**config.mk**
```make
export PLATFORM = sky130hd
export DESIGN_NAME = pwm_capture_frequency_duty_meter_core
export DESIGN_NICKNAME = d
export VERILOG_FILES = /design/src/rtl/core/pcfdm_pkg.sv /design/src/rtl/core/pcfdm_div.sv /design/src/rtl/core/pcfdm_dp.sv /design/src/rtl/core/pcfdm_ctrl.sv /design/src/rtl/core/pwm_capture_frequency_duty_meter_core.sv
export VERILOG_INCLUDE_DIRS = /design/src /design/src/rtl/core
export SDC_FILE = /design/constraint.sdc
export NUM_CORES = 1
export LEC_CHECK = 0
export BUFFER_PORTS_ARGS = -buffer_cell sky130_fd_sc_hd__buf_2
export CORE_MARGIN = 3
export CORE_UTILIZATION = 50
export CTS_BUF_LIST = sky130_fd_sc_hd__clkbuf_8
export DETAILED_ROUTE_END_ITERATION = 8
export PLACE_DENSITY = 0.67
export SETUP_SLACK_MARGIN = 0.05
export SLEW_MARGIN = 20
export SYNTH_ARGS = -nofsm -noshare
export SYNTH_HDL_FRONTEND = slang
export SYNTH_SLANG_ARGS = --single-unit
```
**constraint.sdc**
```tcl
create_clock -name i_clk -period 6.5 [get_ports i_clk]
set_input_delay 0.325 -clock i_clk [delete_from_list [all_inputs] [get_ports i_clk]]
set_output_delay 0.325 -clock i_clk [all_outputs]
set_load 0.05 [all_outputs]
```
**src/rtl/core/pwm_capture_frequency_duty_meter_core_defines.svh**
```systemverilog
// Assertion macros used by the capture meter top level.
`ifndef PWM_CAPTURE_FREQUENCY_DUTY_METER_CORE_DEFINES_SVH
`define PWM_CAPTURE_FREQUENCY_DUTY_METER_CORE_DEFINES_SVH

// Same-cycle implication, disabled while reset is low.
`define PCFDM_ASSERT_NOW(lbl, clk, rst_n, ante, cons) \
    lbl: assert property (@(posedge clk) disable iff (!rst_n) (ante) |-> (cons)) \
        else $error("capture meter assertion failed");

// Next-cycle implication, disabled while reset is low.
`define PCFDM_ASSERT_NEXT(lbl, clk, rst_n, ante, cons) \
    lbl: assert property (@(posedge clk) disable iff (!rst_n) (ante) |=> (cons)) \
        else $error("capture meter assertion failed");

`endif

```
**src/rtl/core/pcfdm_pkg.sv**
```systemverilog
// Shared constants and controller/datapath interface types of the capture meter.
package pcfdm_pkg;

    // Block configuration
    localparam int CHANNELS   = 2;
    localparam int TIMER_BITS = 16;

    localparam int CH_IDX_W = (CHANNELS > 1) ? $clog2(CHANNELS) : 1;
    localparam int TS_W     = 16;               // timestamp port width
    localparam int RES_W    = 16;               // width of result fields
    localparam int TICK_W   = 27;               // tick_rate register width
    localparam int PER_W    = TIMER_BITS + 1;   // high + low period width
    localparam int DUTY_BITS = 16;              // Q0.16 fraction bits

    localparam int DIV_CNT_W = $clog2(TICK_W + 1);

    localparam logic [TICK_W-1:0] TICK_RATE_RESET = 27'd1000000;
    localparam logic [RES_W-1:0]  SAT16           = 16'hFFFF;

    // Per-channel phase codes
    localparam logic [1:0] PH_RISE = 2'd0;
    localparam logic [1:0] PH_FALL = 2'd1;
    localparam logic [1:0] PH_LOW  = 2'd2;

    // Controller to datapath commands
    typedef struct packed {
        logic eval;
        logic start_freq;
        logic store_freq;
        logic start_duty;
        logic store_duty;
        logic emit;
    } t_cmd;

    // Datapath to controller status
    typedef struct packed {
        logic need_div;
        logic full_duty;
        logic div_done;
        logic out_free;
    } t_sts;

endpackage

```
**src/rtl/core/pcfdm_div.sv**
```systemverilog
// Shared restoring divider, one quotient bit per cycle.
module pcfdm_div (
    input  logic                              i_clk,
    input  logic                              i_rst_n,
    input  logic                              i_start,
    input  logic [pcfdm_pkg::PER_W-1:0]       i_init_rem,
    input  logic [pcfdm_pkg::TICK_W-1:0]      i_dividend,
    input  logic [pcfdm_pkg::PER_W-1:0]       i_divisor,
    input  logic [pcfdm_pkg::DIV_CNT_W-1:0]   i_steps,
    output logic                              o_done,
    output logic [pcfdm_pkg::TICK_W-1:0]      o_quotient
);
    import pcfdm_pkg::*;

    logic [PER_W-1:0]     r_rem;
    logic [TICK_W-1:0]    r_dvd;
    logic [TICK_W-1:0]    r_quo;
    logic [PER_W-1:0]     r_dvs;
    logic [DIV_CNT_W-1:0] r_cnt;
    logic                 r_busy;
    logic                 r_done;

    logic [PER_W:0]       trial;
    logic [PER_W:0]       diff;
    logic                 fits;
    logic                 last_step;

    // One trial subtraction per cycle
    assign trial     = {r_rem, r_dvd[TICK_W-1]};
    assign diff      = trial - {1'b0, r_dvs};
    assign fits      = (trial >= {1'b0, r_dvs});
    assign last_step = r_busy && (r_cnt == DIV_CNT_W'(1));

    // Control: busy flag and done pulse
    always_ff @(posedge i_clk) begin
        if (!i_rst_n) begin
            r_busy <= 1'b0;
            r_done <= 1'b0;
        end else begin
            r_done <= !i_start && last_step;
            if (i_start) begin
                r_busy <= 1'b1;
            end else if (last_step) begin
                r_busy <= 1'b0;
            end
        end
    end

    // Working registers
    always_ff @(posedge i_clk) begin
        if (i_start) begin
            r_rem <= i_init_rem;
            r_dvd <= i_dividend;
            r_quo <= '0;
            r_dvs <= i_divisor;
            r_cnt <= i_steps;
        end else if (r_busy) begin
            r_rem <= fits ? diff[PER_W-1:0] : trial[PER_W-1:0];
            r_dvd <= {r_dvd[TICK_W-2:0], 1'b0};
            r_quo <= {r_quo[TICK_W-2:0], fits};
            r_cnt <= r_cnt - DIV_CNT_W'(1);
        end
    end

    assign o_done     = r_done;
    assign o_quotient = r_quo;

endmodule

```
**src/rtl/core/pcfdm_dp.sv**
```systemverilog
// Datapath: channel state, width arithmetic, divider, result and output registers.
module pcfdm_dp (
    input  logic                          i_clk,
    input  logic                          i_rst_n,
    input  logic                          i_capture,
    input  logic                          i_channel,
    input  logic [pcfdm_pkg::TS_W-1:0]    i_timestamp,
    input  logic                          i_cfg_we,
    input  logic [pcfdm_pkg::TICK_W-1:0]  i_cfg_wdata,
    input  logic                          i_out_ready,
    input  pcfdm_pkg::t_cmd               i_cmd,
    output pcfdm_pkg::t_sts               o_sts,
    output logic                          o_out_valid,
    output logic                          o_out_channel,
    output logic                          o_arm_falling,
    output logic                          o_measurement_valid,
    output logic [pcfdm_pkg::RES_W-1:0]   o_high_ticks,
    output logic [pcfdm_pkg::RES_W-1:0]   o_low_ticks,
    output logic [pcfdm_pkg::RES_W-1:0]   o_frequency_hz,
    output logic [pcfdm_pkg::RES_W-1:0]   o_duty_fraction,
    output logic                          o_period_zero
);
    import pcfdm_pkg::*;

    function automatic logic [RES_W-1:0] sat16(input logic [TICK_W-1:0] v);
        logic [RES_W-1:0] res;
        res = (v > TICK_W'(SAT16)) ? SAT16 : v[RES_W-1:0];
        return res;
    endfunction

    // Configuration and captured item
    logic [TICK_W-1:0]     r_tick_rate;
    logic                  r_ch;
    logic [TS_W-1:0]       r_ts;

    // Per-channel state
    logic [1:0]            r_phase [CHANNELS];
    logic [TIMER_BITS-1:0] r_start [CHANNELS];
    logic [TIMER_BITS-1:0] r_hw    [CHANNELS];

    // Result staging
    logic                  r_res_arm;
    logic                  r_res_mv;
    logic                  r_res_pz;
    logic [TIMER_BITS-1:0] r_hi;
    logic [TIMER_BITS-1:0] r_lo;
    logic [PER_W-1:0]      r_period;
    logic [RES_W-1:0]      r_res_freq;
    logic [RES_W-1:0]      r_res_duty;

    // Output register
    logic                  r_out_valid;
    logic                  r_out_ch;
    logic                  r_out_arm;
    logic                  r_out_mv;
    logic                  r_out_pz;
    logic [RES_W-1:0]      r_out_hi;
    logic [RES_W-1:0]      r_out_lo;
    logic [RES_W-1:0]      r_out_freq;
    logic [RES_W-1:0]      r_out_duty;

    logic [CH_IDX_W-1:0]   ch_idx;
    logic                  ch_ok;
    logic [TIMER_BITS-1:0] t_now;
    logic [1:0]            cur_phase;
    logic [TIMER_BITS-1:0] cur_start;
    logic [TIMER_BITS-1:0] cur_hw;
    logic [TIMER_BITS-1:0] width;
    logic [PER_W-1:0]      period_c;
    logic                  is_fall;
    logic                  is_meas;

    logic                  div_start;
    logic [PER_W-1:0]      div_init;
    logic [TICK_W-1:0]     div_dividend;
    logic [DIV_CNT_W-1:0]  div_steps;
    logic                  div_done;
    logic [TICK_W-1:0]     div_quo;

    // Channel lookup and width arithmetic (modulo timer width)
    assign ch_idx    = CH_IDX_W'(r_ch);
    assign ch_ok     = (32'(r_ch) < CHANNELS);
    assign t_now     = TIMER_BITS'(r_ts);
    assign cur_phase = r_phase[ch_idx];
    assign cur_start = r_start[ch_idx];
    assign cur_hw    = r_hw[ch_idx];
    assign width     = t_now - cur_start;
    assign period_c  = PER_W'(cur_hw) + PER_W'(width);
    assign is_fall   = ch_ok && (cur_phase == PH_FALL);
    assign is_meas   = ch_ok && (cur_phase == PH_LOW);

    // Control state: config, channel phases and stored times, output valid
    always_ff @(posedge i_clk) begin
        if (!i_rst_n) begin
            r_tick_rate <= TICK_RATE_RESET;
            r_out_valid <= 1'b0;
            for (int k = 0; k < CHANNELS; k++) begin
                r_phase[k] <= PH_RISE;
                r_start[k] <= '0;
                r_hw[k]    <= '0;
            end
        end else begin
            if (i_cfg_we) begin
                r_tick_rate <= i_cfg_wdata;
            end
            if (i_cmd.eval && ch_ok) begin
                if (is_fall) begin
                    r_hw[ch_idx]    <= width;
                    r_start[ch_idx] <= t_now;
                    r_phase[ch_idx] <= PH_LOW;
                end else if (is_meas) begin
                    r_phase[ch_idx] <= PH_RISE;
                end else begin
                    // rising edge; the unused phase code lands here too
                    r_start[ch_idx] <= t_now;
                    r_phase[ch_idx] <= PH_FALL;
                end
            end
            if (i_cmd.emit) begin
                r_out_valid <= 1'b1;
            end else if (i_out_ready) begin
                r_out_valid <= 1'b0;
            end
        end
    end

    // Captured item
    always_ff @(posedge i_clk) begin
        if (i_capture) begin
            r_ch <= i_channel;
            r_ts <= i_timestamp;
        end
    end

    // Result staging
    always_ff @(posedge i_clk) begin
        if (i_cmd.eval) begin
            r_res_arm  <= ch_ok && !is_fall && !is_meas;
            r_res_mv   <= is_meas;
            r_res_pz   <= is_meas && (period_c == '0);
            r_hi       <= is_meas ? cur_hw : '0;
            r_lo       <= is_meas ? width : '0;
            r_period   <= period_c;
            r_res_freq <= '0;
            r_res_duty <= '0;
        end
        if (i_cmd.store_freq) begin
            r_res_freq <= sat16(div_quo);
            // no low time: duty is a full period
            if (r_lo == '0) begin
                r_res_duty <= SAT16;
            end
        end
        if (i_cmd.store_duty) begin
            r_res_duty <= sat16(div_quo);
        end
    end

    // Output register payload
    always_ff @(posedge i_clk) begin
        if (i_cmd.emit) begin
            r_out_ch   <= r_ch;
            r_out_arm  <= r_res_arm;
            r_out_mv   <= r_res_mv;
            r_out_pz   <= r_res_pz;
            r_out_hi   <= RES_W'(r_hi);
            r_out_lo   <= RES_W'(r_lo);
            r_out_freq <= r_res_freq;
            r_out_duty <= r_res_duty;
        end
    end

    // Divider operands: tick_rate / period, then (high << 16) / period
    // with high < period, so the remainder starts at high.
    assign div_start    = i_cmd.start_freq || i_cmd.start_duty;
    assign div_init     = i_cmd.start_duty ? PER_W'(r_hi) : '0;
    assign div_dividend = i_cmd.start_duty ? '0 : r_tick_rate;
    assign div_steps    = i_cmd.start_duty ? DIV_CNT_W'(DUTY_BITS) : DIV_CNT_W'(TICK_W);

    pcfdm_div u_div (
        .i_clk      (i_clk),
        .i_rst_n    (i_rst_n),
        .i_start    (div_start),
        .i_init_rem (div_init),
        .i_dividend (div_dividend),
        .i_divisor  (r_period),
        .i_steps    (div_steps),
        .o_done     (div_done),
        .o_quotient (div_quo)
    );

    // Status back to the controller
    assign o_sts.need_div  = is_meas && (period_c != '0);
    assign o_sts.full_duty = (r_lo == '0);
    assign o_sts.div_done  = div_done;
    assign o_sts.out_free  = !r_out_valid || i_out_ready;

    assign o_out_valid         = r_out_valid;
    assign o_out_channel       = r_out_ch;
    assign o_arm_falling       = r_out_arm;
    assign o_measurement_valid = r_out_mv;
    assign o_high_ticks        = r_out_hi;
    assign o_low_ticks         = r_out_lo;
    assign o_frequency_hz      = r_out_freq;
    assign o_duty_fraction     = r_out_duty;
    assign o_period_zero       = r_out_pz;

endmodule

```
**src/rtl/core/pcfdm_ctrl.sv**
```systemverilog
// Controller: sequences evaluation, the two divisions and the result hand-off.
module pcfdm_ctrl (
    input  logic             i_clk,
    input  logic             i_rst_n,
    input  logic             i_in_valid,
    input  pcfdm_pkg::t_sts  i_sts,
    output logic             o_in_ready,
    output logic             o_capture,
    output pcfdm_pkg::t_cmd  o_cmd
);
    import pcfdm_pkg::*;

    typedef enum logic [5:0] {
        S_IDLE   = 6'b000001,
        S_EVAL   = 6'b000010,
        S_FSTART = 6'b000100,
        S_FWAIT  = 6'b001000,
        S_DWAIT  = 6'b010000,
        S_EMIT   = 6'b100000
    } t_state;

    t_state r_state;
    t_state n_state;

    // Next state and commands
    always_comb begin
        n_state    = r_state;
        o_cmd      = '0;
        o_in_ready = 1'b0;
        o_capture  = 1'b0;
        case (r_state)
            S_IDLE: begin
                o_in_ready = 1'b1;
                if (i_in_valid) begin
                    o_capture = 1'b1;
                    n_state   = S_EVAL;
                end
            end
            S_EVAL: begin
                o_cmd.eval = 1'b1;
                n_state    = i_sts.need_div ? S_FSTART : S_EMIT;
            end
            S_FSTART: begin
                o_cmd.start_freq = 1'b1;
                n_state          = S_FWAIT;
            end
            S_FWAIT: begin
                if (i_sts.div_done) begin
                    o_cmd.store_freq = 1'b1;
                    if (i_sts.full_duty) begin
                        n_state = S_EMIT;
                    end else begin
                        o_cmd.start_duty = 1'b1;
                        n_state          = S_DWAIT;
                    end
                end
            end
            S_DWAIT: begin
                if (i_sts.div_done) begin
                    o_cmd.store_duty = 1'b1;
                    n_state          = S_EMIT;
                end
            end
            S_EMIT: begin
                if (i_sts.out_free) begin
                    o_cmd.emit = 1'b1;
                    n_state    = S_IDLE;
                end
            end
            default: begin
                n_state = S_IDLE;
            end
        endcase
    end

    // State register
    always_ff @(posedge i_clk) begin
        if (!i_rst_n) begin
            r_state <= S_IDLE;
        end else begin
            r_state <= n_state;
        end
    end

endmodule

```
**src/rtl/core/pwm_capture_frequency_duty_meter_core.sv**
```systemverilog
// Top level of the PWM capture frequency and duty meter.
//
//  channel  direction  handshake                  payload
//  -------  ---------  -------------------------  -----------------------------------------
//  in       to core    i_in_valid / o_in_ready    i_channel, i_timestamp
//  out      from core  o_out_valid / i_out_ready  channel, arm, widths, freq, duty, flags
//  cfg      to core    i_cfg_we                   i_cfg_wdata (tick rate)
//
// An edge that only stores a time is evaluated and then handed to the output register.
// An edge that ends a measurement also runs the shared one-bit-per-cycle divider, for
// 27 quotient bits of frequency and then 16 of duty. With a zero low width the duty
// division is skipped; a zero period skips both.
// One item is in work at a time; the output register lets the next item in while a
// result waits. A stalled output holds the controller in its hand-off state.
// Synchronous active-low reset clears channel phases and stored times and sets the tick rate to 1000000.
module pwm_capture_frequency_duty_meter_core (
    input  logic                          i_clk,
    input  logic                          i_rst_n,
    input  logic                          i_in_valid,
    output logic                          o_in_ready,
    input  logic                          i_channel,
    input  logic [pcfdm_pkg::TS_W-1:0]    i_timestamp,
    input  logic                          i_cfg_we,
    input  logic [pcfdm_pkg::TICK_W-1:0]  i_cfg_wdata,
    output logic                          o_out_valid,
    input  logic                          i_out_ready,
    output logic                          o_out_channel,
    output logic                          o_arm_falling,
    output logic                          o_measurement_valid,
    output logic [pcfdm_pkg::RES_W-1:0]   o_high_ticks,
    output logic [pcfdm_pkg::RES_W-1:0]   o_low_ticks,
    output logic [pcfdm_pkg::RES_W-1:0]   o_frequency_hz,
    output logic [pcfdm_pkg::RES_W-1:0]   o_duty_fraction,
    output logic                          o_period_zero
);
    import pcfdm_pkg::*;

    `include "pwm_capture_frequency_duty_meter_core_defines.svh"

    t_cmd cmd;
    t_sts sts;
    logic capture;

    pcfdm_ctrl u_ctrl (
        .i_clk      (i_clk),
        .i_rst_n    (i_rst_n),
        .i_in_valid (i_in_valid),
        .i_sts      (sts),
        .o_in_ready (o_in_ready),
        .o_capture  (capture),
        .o_cmd      (cmd)
    );

    pcfdm_dp u_dp (
        .i_clk               (i_clk),
        .i_rst_n             (i_rst_n),
        .i_capture           (capture),
        .i_channel           (i_channel),
        .i_timestamp         (i_timestamp),
        .i_cfg_we            (i_cfg_we),
        .i_cfg_wdata         (i_cfg_wdata),
        .i_out_ready         (i_out_ready),
        .i_cmd               (cmd),
        .o_sts               (sts),
        .o_out_valid         (o_out_valid),
        .o_out_channel       (o_out_channel),
        .o_arm_falling       (o_arm_falling),
        .o_measurement_valid (o_measurement_valid),
        .o_high_ticks        (o_high_ticks),
        .o_low_ticks         (o_low_ticks),
        .o_frequency_hz      (o_frequency_hz),
        .o_duty_fraction     (o_duty_fraction),
        .o_period_zero       (o_period_zero)
    );

    // An accepted item keeps the input closed in the next cycle
    `PCFDM_ASSERT_NEXT(a_busy_after_accept, i_clk, i_rst_n, i_in_valid && o_in_ready, !o_in_ready)

    // A new result appears only after an item was in work
    `PCFDM_ASSERT_NOW(a_result_from_item, i_clk, i_rst_n, $rose(o_out_valid), $past(!o_in_ready))

    // Zero period forces both quotients to zero in a valid measurement
    `PCFDM_ASSERT_NOW(a_zero_period, i_clk, i_rst_n, o_out_valid && o_period_zero, o_measurement_valid && (o_frequency_hz == '0) && (o_duty_fraction == '0))

    // Edges that end no measurement carry no widths or quotients
    `PCFDM_ASSERT_NOW(a_no_meas_zero, i_clk, i_rst_n, o_out_valid && !o_measurement_valid, (o_high_ticks == '0) && (o_low_ticks == '0) && (o_frequency_hz == '0) && !o_period_zero)

endmodule
```
==> Flow_metrics.wiki <==
{| class="wikitable"
! Metric !! Value
|-
| Number of nets in the layout || 1610
|-
| Maximum clock frequency || ~190 MHz
|-
| Path length in cells of the critical path || 19
|-
| Vias per cell || 5.24
|-
| Max-slew headroom || 27.0%
|-
| Register clock-pin slew on the reported worst setup and hold paths || 0.06 ns
|-
| Routed WL || 33000 µm
|-
| Leakage || between 0.007 and 0.008 µW
|-
| Number of iterations in the first detailed-routing pass || 5
|-
| Part of the power in the clock network || 34.0%
|-
| Most frequent cells after synthesis || edfxtp_1, nand2_1, nor2_1
|-
| Maximum level of the CTS H-tree || 2
|-
| Unrepaired setup endpoints after global routing || no
|-
| Worst hold-check slack || 0.0289 ns
|-
| Via count of the first global-routing pass || 10600
|-
| Cell at the root of the clock tree || clkbuf_8
|-
| Dominant cell by count in the synthesized netlist || edfxtp_1
|-
| Status || finished, final reports clean
|-
| Largest stage delay on the critical path || 0.78 ns
|-
| Min Tclk post-route || 5.24 ns
|-
| Setup crit end kind || flip-flop
|-
| Critical path cell sequence || mux2_2 -> ha_1 -> inv_1 -> fa_1 -> a211oi_2 -> o21bai_1 -> a21oi_1 -> o21bai_1 -> a21oi_1 -> xor2_1 -> inv_1 -> ha_1 -> nand3_1 -> o211a_1 -> maj3_1 -> xnor2_1 -> nand4_1 -> a211o_1 -> o2111a_1
|-
| R2r worst-path depth || 19
|-
| Buffers plus inverters on the worst setup path || 2
|-
| Overflow after GRT || 0
|-
| Worst endpoint data arrival time || 5.72 ns
|-
| Die outline area || 34800 µm²
|-
| Boundary pin count || 119
|-
| Die Span Y || 187 µm
|-
| Unique masters post-synth || 69
|-
| Hold Path Origin || i_cfg_wdata[4]
|-
| Overall global routing resource usage || 19.0%
|-
| Part of the Yosys area used for sequential elements || 62.7%
|-
| Critical Setup Path Class || flip-flop to flip-flop
|-
| Measured slew at the worst slew-check pin || 1.08 ns
|-
| Switching Fraction || 27.5%
|-
| Final clock period utilization by the worst path || 80.6%
|-
| Hold Vio Cnt, Final || 0
|-
| Wire length of the first global-routing pass || 54200 µm
|-
| Number of instances in the synthesized netlist || 1328
|-
| Synth area leaders || edfxtp_1, dfxtp_1, mux2i_1
|-
| Number of sinks on the clock net || 367
|-
| Cell area after synthesis || 16300 µm²
|-
| Synth Area in Compound Gates || 8.58%
|-
| Placed Instance Area || 17300 µm²
|-
| Final Setup Violations || 0
|-
| Critical path required time || between 6 and 7 ns
|-
| Worst path setup slack after routing || 1.26 ns
|-
| Design area || 18900 µm²
|-
| Initial core utilization || roughly 51%
|-
| Largest driver fanout on the critical path || 22
|-
| Synthesis-to-layout area growth || 16.1%
|-
| Share of the synthesized netlist area taken by xor and xnor gates || 1.93%
|-
| Number of CTS-inserted buffers || 58
|-
| Site Rows || 65
|-
| Placed wire-length estimate || ~22000 µm
|-
| Number of flip-flops and latches in the synthesized netlist || 367
|-
| Post-route DRC || 0
|-
| Total Neg Setup Slack || 0 ns
|-
| Avg WL per Cell || between 15 and 20 µm
|-
| Fill cell instance count of the final layout || 2603
|-
| Final RePlAce weighted congestion || 0.884
|-
| Register share of total power || 46.9%
|-
| Cell family with most CP delay || compound AO/OA/AOI/OAI gates
|-
| Main combinational cell family by area after synthesis || simple AND/OR/NAND/NOR gates
|-
| Worst hold path class || primary input to flip-flop
|-
| Post-CTS repair timing setup buffer count || 0
|-
| Synth area leader || edfxtp_1
|-
| Dominant synthesized flop cell || edfxtp_1
|-
| Number of flops mapped to enable cells by yosys || 287
|-
| Synth Warn # || 0
|-
| Buffers added on ports || 118
|-
| VDD IR max || 0.000184 V
|-
| Chip width || 187 µm
|-
| Reported net switching power || 1600 µW
|-
| Total area of sequential cells || 10200 µm²
|-
| Fraction of final layout cells with drive strength greater than 1 || 16.5%
|-
| Adder and majority cell fraction of the synthesized area || 4.48%
|-
| Internal power summed over all cells || 4210 µW
|-
| Area of the multi-input gates || 5660 µm²
|-
| Area share of the leading cell type in the synthesized netlist || 52.9%
|-
| Initial antenna violation count || 0
|-
| Pin count of the biggest net entering global routing || 65
|-
| Clock tree from TritonCTS || built
|-
| Number of pins exceeding their max-slew limit in the final report || 0
|-
| Worst-case setup slack after placement || about 1.3 ns
|-
| P per Cell Area || 307 nW/µm²
|-
| CP Launch Type || flip-flop
|-
| Worst clock skew || 0.0244 ns
|-
| Core region area || 31800 µm²
|-
| Clock latency at the later pin of the worst-skew pair || 0.59 ns
|-
| Instance count along the most critical hold path || 3
|-
| Slowest cell on the critical path || dfxtp_2
|-
| Count of routing violations after the opening detailed-route iteration || 674
|-
| Buffers from clock root to sink, at most || 3
|-
| Async set-reset flop share out of synthesis || 0%
|-
| Antenna fix cells || 0
|-
| Synth Area in Simple Gates || 13.3%
|-
| Mean post-synth cell area || 12.3 µm²
|-
| Part of the power in combinational logic || 19.1%
|-
| Total power after layout || 5810 µW
|-
| Total via count after detailed routing || 10400
|-
| Antenna violation net count after detailed routing || 0
|-
| Synth Net Count || approximately 1400
|-
| Mux share of post-synthesis cell area || around 6.4%
|-
| Max-cap viol count || 0
|}
## state kept, by name, summed over array words and instances, names as in the netlist, 4 cells and up, named ones only
| name | cells |
|---|---|
| u_dp.r_hw | 32 |
| u_dp.r_start | 32 |
| u_dp.r_tick_rate | 27 |
| u_dp.u_div.o_quotient | 27 |
| u_dp.u_div.r_dvd | 27 |
| u_dp.r_period | 17 |
| u_dp.u_div.r_dvs | 17 |
| u_dp.u_div.r_rem | 17 |
| u_dp.o_duty_fraction | 16 |
| u_dp.o_frequency_hz | 16 |
| u_dp.o_high_ticks | 16 |
| u_dp.o_low_ticks | 16 |
| u_dp.r_hi | 16 |
| u_dp.r_lo | 16 |
| u_dp.r_res_duty | 16 |
| u_dp.r_res_freq | 16 |
| u_dp.r_ts | 16 |
| u_ctrl.r_state | 6 |
| u_dp.u_div.r_cnt | 5 |
| u_dp.r_phase | 4 |
## placed cells by master, fill, tap and decap left out, drive strengths merged, types with 22 or more instances in the layout
master       count
edfxtp         287
buf            132
nand2          114
nor2            99
mux2i           84
dfxtp           80
inv             74
and2            69
a21oi           68
o21ai           68
clkbuf          61
ha              51
dlygate4sd3     39
nor2b           34
xnor2           25
nor3            25
o21a            24
clkinv          22
## final timing paths
path | end | slack, ns
min reg2reg | u_dp.u_div.r_dvs[4] | 0.42
max reg2reg | u_ctrl.r_state[2] | 1.26
max | u_ctrl.r_state[2] | 1.26
min | u_dp.r_tick_rate[4] | 0.03
## tightest hold or removal path, cell delays in order
cell,delay [ns]
buf_2,0.08
mux2i_1,0.06
nor2b_1,0.10
## metal layers
| layer | vias to the layer above | part of all wire (%) | track usage (%) |
|---|---|---|---|
| li1 | 5158 | - | - |
| met1 | 4950 | 45 | 25.3 |
| met2 | 242 | 47 | 31.5 |
| met3 | 68 | 4.8 | 3.34 |
| met4 | 0 | 3.3 | 7.27 |
| met5 | - | 0 | 0 |
## power by group through the flow
| stage | Sequential (µW) | Combinational (µW) | Clock, µW |
|---|---|---|---|
| final | 2730 | 1110 | 1970 |
| after global routing | 2740 | 1230 | 2140 |
| after CTS | 2730 | 1110 | 2030 |
| after floorplan | 2760 | 822 | 0 |
| after detailed placement | 2780 | 1080 | 0 |
| after global placement | 2780 | 1070 | 0 |
## per-stage QoR
step	std cells	utilization (%)
after floorplan	1328	-
after global placement	1843	54.5
after detailed placement	1843	54.5
after CTS	1988	59.5
after global routing	1988	59.5
final	1988	59.5
## kinds of logic after synthesis
logic type | after synthesis
simple gates | 431
flops | 367
compound gates | 225
buf+inv | 111
mux | 101
fa+ha+maj | 57
xor+xnor | 36
## final cells by class
class	instances	share of cell area [%]
timing repair buffer	171	5.74
clock inverter	45	1.81
multi-input combinational	850	29.9
tap	435	2.88
inverter	59	1.17
sequential	367	54.0
clock buffer	61	4.44
## timing repair
item / CTS / global route
endpoints found under the hold margin: 40 / 0
hold buffers: 39 / 0
resized for setup: 0 / 0
No activity file was read; power rests on OpenSTA's default activity.
